File: config.mk
export PLATFORM = sky130hd
export DESIGN_NAME = crs_classify
export DESIGN_NICKNAME = d
export VERILOG_FILES = /design/src/design/crs_pkg.sv /design/src/design/crs_classify.sv
export SDC_FILE = /design/constraint.sdc
export NUM_CORES = 2
export LEC_CHECK = 0
export BUFFER_PORTS_ARGS = -buffer_cell sky130_fd_sc_hd__buf_2
export CAP_MARGIN = 10
export CORE_MARGIN = 2
export CORE_UTILIZATION = 60
export DETAILED_ROUTE_END_ITERATION = 8
export PLACE_DENSITY = 0.88
export REMOVE_ABC_BUFFERS = 1
export SLEW_MARGIN = 15
export SYNTH_ARGS = -nofsm -noshare
export SYNTH_HDL_FRONTEND = slang
export SYNTH_SLANG_ARGS = --single-unit
export TNS_END_PERCENT = 20
File: constraint.sdc
create_clock -name vclk -period 29.1
set_input_delay 7.275 -clock vclk [all_inputs]
set_output_delay 7.275 -clock vclk [all_outputs]
set_load 0.01 [all_outputs]
File: src/design/crs_pkg.sv
// ----------------------------------------------------------------------------
// Composition-rejection sampler package
// Register map, command and status codes, configuration record.
// ----------------------------------------------------------------------------
package crs_pkg;

    localparam int CFG_IDX_W  = 3;
    localparam int CFG_DATA_W = 32;
    localparam int VAL_W      = 32;
    localparam int STATUS_W   = 2;

    localparam logic [CFG_IDX_W-1:0] CFG_BIN_MODE   = 3'd0;
    localparam logic [CFG_IDX_W-1:0] CFG_LOW_BOUND  = 3'd1;
    localparam logic [CFG_IDX_W-1:0] CFG_HIGH_BOUND = 3'd2;
    localparam logic [CFG_IDX_W-1:0] CFG_NUM_GROUPS = 3'd3;
    localparam logic [CFG_IDX_W-1:0] CFG_INV_BIN    = 3'd4;
    localparam logic [CFG_IDX_W-1:0] CFG_BIN_WIDTH  = 3'd5;

    localparam logic CMD_ALTER  = 1'b0;
    localparam logic CMD_SAMPLE = 1'b1;

    localparam logic [STATUS_W-1:0] ST_ACCEPTED = 2'd0;
    localparam logic [STATUS_W-1:0] ST_REJECTED = 2'd1;
    localparam logic [STATUS_W-1:0] ST_EMPTY    = 2'd2;
    localparam logic [STATUS_W-1:0] ST_ALTERED  = 2'd3;

    typedef struct packed {
        logic             bin_mode;
        logic [VAL_W-1:0] low_bound;
        logic [VAL_W-1:0] high_bound;
        logic [5:0]       num_groups;
        logic [VAL_W-1:0] inv_bin_size;
        logic [VAL_W-1:0] bin_width;
    } t_cfg;

endpackage

File: src/design/crs_classify.sv
// ----------------------------------------------------------------------------
// Group classifier
// Group of a propensity, and upper bound of a group.
// ----------------------------------------------------------------------------
module crs_classify import crs_pkg::*; #(
    parameter int MAX_GROUPS = 32
) (
    input  t_cfg                               i_cfg,
    input  logic [VAL_W-1:0]                   i_value,
    input  logic [2*VAL_W-1:0]                 i_prod,   // (v - lo) * inv, registered
    input  logic [$clog2(MAX_GROUPS+1)-1:0]    i_group,
    output logic [$clog2(MAX_GROUPS+1)-1:0]    o_group,
    output logic [$clog2(MAX_GROUPS+1)-1:0]    o_last,
    output logic [VAL_W-1:0]                   o_bound
);
    localparam int GW = $clog2(MAX_GROUPS+1);

    logic [6:0]        ng;
    logic [GW-1:0]     last;
    logic [VAL_W-1:0]  lin_g;
    logic [GW-1:0]     half_g;
    logic [63:0]       need;
    logic [39:0]       lin_b;
    logic [6:0]        gp1;

    always_comb begin
        ng = {1'b0, i_cfg.num_groups};
        if (ng < 7'd1) begin
            ng = 7'd1;
        end else if (ng > 7'(MAX_GROUPS)) begin
            ng = 7'(MAX_GROUPS);
        end
        last = GW'(ng - 7'd1);
    end

    // halving bins: first k below the last group whose ceiling threshold is met
    always_comb begin
        half_g = last;
        need   = '0;
        for (int k = MAX_GROUPS - 2; k >= 0; k--) begin
            need = (64'(i_cfg.high_bound) + ((64'd1 << (k + 1)) - 64'd1)) >> (k + 1);
            if ((7'(k + 1) < ng) && (64'(i_value) >= need)) begin
                half_g = GW'(k);
            end
        end
    end

    always_comb begin
        lin_g = i_prod[2*VAL_W-1:VAL_W];
        if (i_value == '0) begin
            o_group = GW'(MAX_GROUPS);
        end else if (i_cfg.bin_mode) begin
            if (i_value <= i_cfg.low_bound) begin
                o_group = '0;
            end else if (lin_g > VAL_W'(last)) begin
                o_group = last;
            end else begin
                o_group = GW'(lin_g);
            end
        end else begin
            o_group = half_g;
        end
    end

    always_comb begin
        gp1   = 7'(i_group) + 7'd1;
        lin_b = 40'(i_cfg.low_bound) + 40'(gp1) * 40'(i_cfg.bin_width);
        if (i_cfg.bin_mode) begin
            if (gp1 >= ng) begin
                o_bound = i_cfg.high_bound;
            end else if (lin_b > 40'hFFFF_FFFF) begin
                o_bound = '1;
            end else begin
                o_bound = lin_b[VAL_W-1:0];
            end
        end else begin
            o_bound = i_cfg.high_bound >> i_group;
        end
    end

    assign o_last = last;
endmodule

==> impl_results.md <==
* Cell at the slowest stage of the critical path: xnor2_4
* Syn_area_per_cell at 7.50 um2
* Ranking of synthesized cells by area: ha_1 (25%), fa_1 (11%), xnor2_1 (7.7%)
* X dimension of the die at around 230 um
* Post-synthesis compound-gate area fraction at a little under a fifth
* Psw at around 800 uW
* RSZ-0062 raised after global routing: false
* Share of layout cells above drive strength 1 at 8.50%
* Effective utilization at floorplan at approximately three fifths
* Input/output buffers at 216
* Netlist Area Pre-Place at 31700 um2
* Die outline area at about 55000 um2
* Switching portion of total power at between 60% and 70%
* Start point of the worst min-delay path: i_prod[36]
* CP Cell Sequence: buf_2, nand3_1, xnor2_4, and2_1, fa_1, fa_1, fa_1, fa_1, ha_1, o21ai_0, a211oi_1, nor4bb_1, o211a_1, o211ai_1, nor3b_1, or4_1, nor4_4, buf_4, o21ai_0, buf_2
* Most used cell, CP: fa_1
* Share of the synthesized netlist area taken by xor and xnor gates at between 10 and 15%
* Placeable Area at around 52000 um2
* Library cells used by synthesis at 90
* Result of the run: complete, no violations
* Synthesis Warnings at 0
* Pwr Density at approximately 40 nW/um2
* Total negative slack at 0 ns
* DIE HEIGHT at 234 um
* Power Internal at 518 uW
* Via count of the first global-routing pass at ~33k
* Peak Freq at ~44 MHz
* Post-CTS repair timing setup buffer count at 0
* Hold/Removal Path Class: in -> out
* Hold worst-path end: o_group[4]
* Share of synthesized cell area in and, or, nand and nor gates at between 20% and 30%
* Critical Path AT at approximately 15 ns
* Yosys top cell area share at between 20 and 30%
* GRT Residual Overflow at 0
* Final setup violating endpoints at 0
* Via total after detailed routing at between 30k and 40k
* Combinational family with the most area after synthesis: adder cells
* Total number of nets in the final design at 5379
* Area occupied by multi-input gates at 30000 um2
* Data required time at the worst endpoint at around 22 ns
* Routed wire length at 126000 um
* Number of vias per cell at between 6 and 7
* Final hold violation count at 0
* Leakage power total at between 10 and 15 nW
* Count of flip-flops and latches at 0
* Layout area overhead at 5.66%
* Power share of the sequential group at 0%
* Sum of buffers and inverters on the critical path at 3
* Utilization of the core after routing at between 60% and 70%
* Most frequent cell after synthesis: ha_1
* Tmin final at between 20 and 25 ns
* Clock buffer count at 0
* Mux share of post-synthesis cell area at approximately 2.3%
* Commonest cells in the synthesized netlist: ha_1 (640), nand2_1 (515), nor2_1 (326), xnor2_1 (279), inv_1 (255)
* Number of stages on the worst hold path at 4
* WL/cell at 25.1 um
* Highest net fanout along the worst path at 41
* Slowest Stage Delay on Critical Path at ~0.80 ns
* Worst Hold Margin at 14.98 ns
* Post-synthesis adder-cell area fraction at 36.7%
* Number of detailed-route iterations in the first pass at 9
* Number of cells upsized or downsized after cts at 0
* Kind of critical path: in -> out
* Number of rows created at floorplan at 84
* Number of max-slew violations in the final report at 0
* Reg area at 0 um2
* Number of cells in the finished layout apart from fillers at approximately 5.0k
* Levels on crit path at 20
* Post-cts hold buffer count at 0
* Dpl hpwl at 91800 um
* Final weighted congestion in routability-driven placement at around 1.1
* Worst Max-Slew Pin Slew at around 1.4 ns
* Logic gate share of total power at between 90% and 100%
* Largest voltage drop on the vdd net at approximately 0.042 mV
* Count of max-cap constraint violations at 0
* Element type at the critical path end: output pin
* Global-route wire length before repair at 190000 um
* Aggregate global-route resource usage at between 40% and 50%
* Seq/Total Area, Yosys at 0%
* Number of inserted filler cells in the final layout at around 4.7k
* Number of ports placed on the die boundary at between 200 and 300
* Number of antenna violations at the first check in global routing at 4
* Final clock period utilization by the worst path at between 70 and 80%
* Cell count after synthesis at roughly 4.2k
* Largest net degree at the start of global routing at 43
* Dpl cells at 5007
* Share of power burned in the clock network at 0%
* Number of remaining DRC errors at 0
* CP delay by family, top: adder cells
* Detailed router's first-iteration violation count at 4120
* Remaining antenna violation count at 0
* Worst slew margin at roughly 8.6%
* Crit start category: primary input
* Library cell with the largest summed area after synthesis: ha_1
## through the flow
step | power (mW) | setup WS, ns | cell area (um2)
floorplan | 0.896 | 6.81 | 30900
detailed placement | 1.27 | 6.62 | 33500
global route | 1.45 | 6.04 | 33500
finish | 1.31 | 6.43 | 33500
CTS | 1.28 | 6.59 | 33500
global placement | 1.25 | 6.75 | 33500
## worst max path at each step
stage	end	slack, ns	startpoint
CTS	o_bound[20]	6.59	i_group[1]
finish	o_bound[20]	6.43	i_group[1]
detailed placement	o_bound[20]	6.62	i_group[1]
floorplan	o_bound[16]	6.81	i_group[0]
global route	o_bound[29]	6.04	i_group[1]
global placement	o_bound[20]	6.75	i_group[1]
## layout by cell type (no fill, tap or decap), drive strengths merged, types with 33 or more instances in the layout
master / Yosys / routed
xor2: 234 / 234
a21o: 109 / 109
nand2b: 59 / 59
inv: 256 / 256
o21ai: 189 / 189
o211ai: 40 / 40
nand3: 109 / 109
xnor2: 279 / 279
o21a: 33 / 33
buf: 41 / 286
a31oi: 35 / 35
and2: 127 / 127
nand2: 516 / 516
nor3: 98 / 98
nand4: 59 / 59
nor2b: 51 / 51
fa: 181 / 181
ha: 640 / 640
nor4: 35 / 35
nor2: 326 / 326
a21oi: 189 / 189
a211oi: 46 / 46
## power groups by stage
stage	logic, mW	registers, mW	clock network, mW
6_report	1.31	0	0.00000000487
5_1_grt	1.45	0	0.000000000299
4_1_cts	1.28	0	0
3_5_place_dp	1.27	0	0
3_3_place_gp	1.25	0	0
2_1_floorplan	0.896	0	0
## area by class of cell
type | count | share of cell area, %
multi-input combinational | 3776 | 89.7
timing repair buffer | 286 | 4.80
inverter | 257 | 2.88
tap | 688 | 2.57
antenna | 2 | 0.0149
## layer usage
layer / track usage, % / vias to the layer above / routed length [um]
li1: - / 15100 / -
met1: 55.6 / 15800 / 45500
met2: 69.0 / 2603 / 51500
met3: 12.0 / 840 / 17900
met4: 29.2 / 4 / 10800
met5: 0 / - / 26
## cells by family (layout without fill, tap and decap cells)
| logic type | Yosys count | count (layout) |
|---|---|---|
| fa+ha+maj | 821 | 821 |
| xor+xnor | 513 | 513 |
| compound gates | 872 | 872 |
| buf+inv | 450 | 543 |
| mux | 50 | 50 |
| other cells | 2 | 4 |
| simple gates | 1518 | 1518 |
Power figures use the tool's default switching activity.
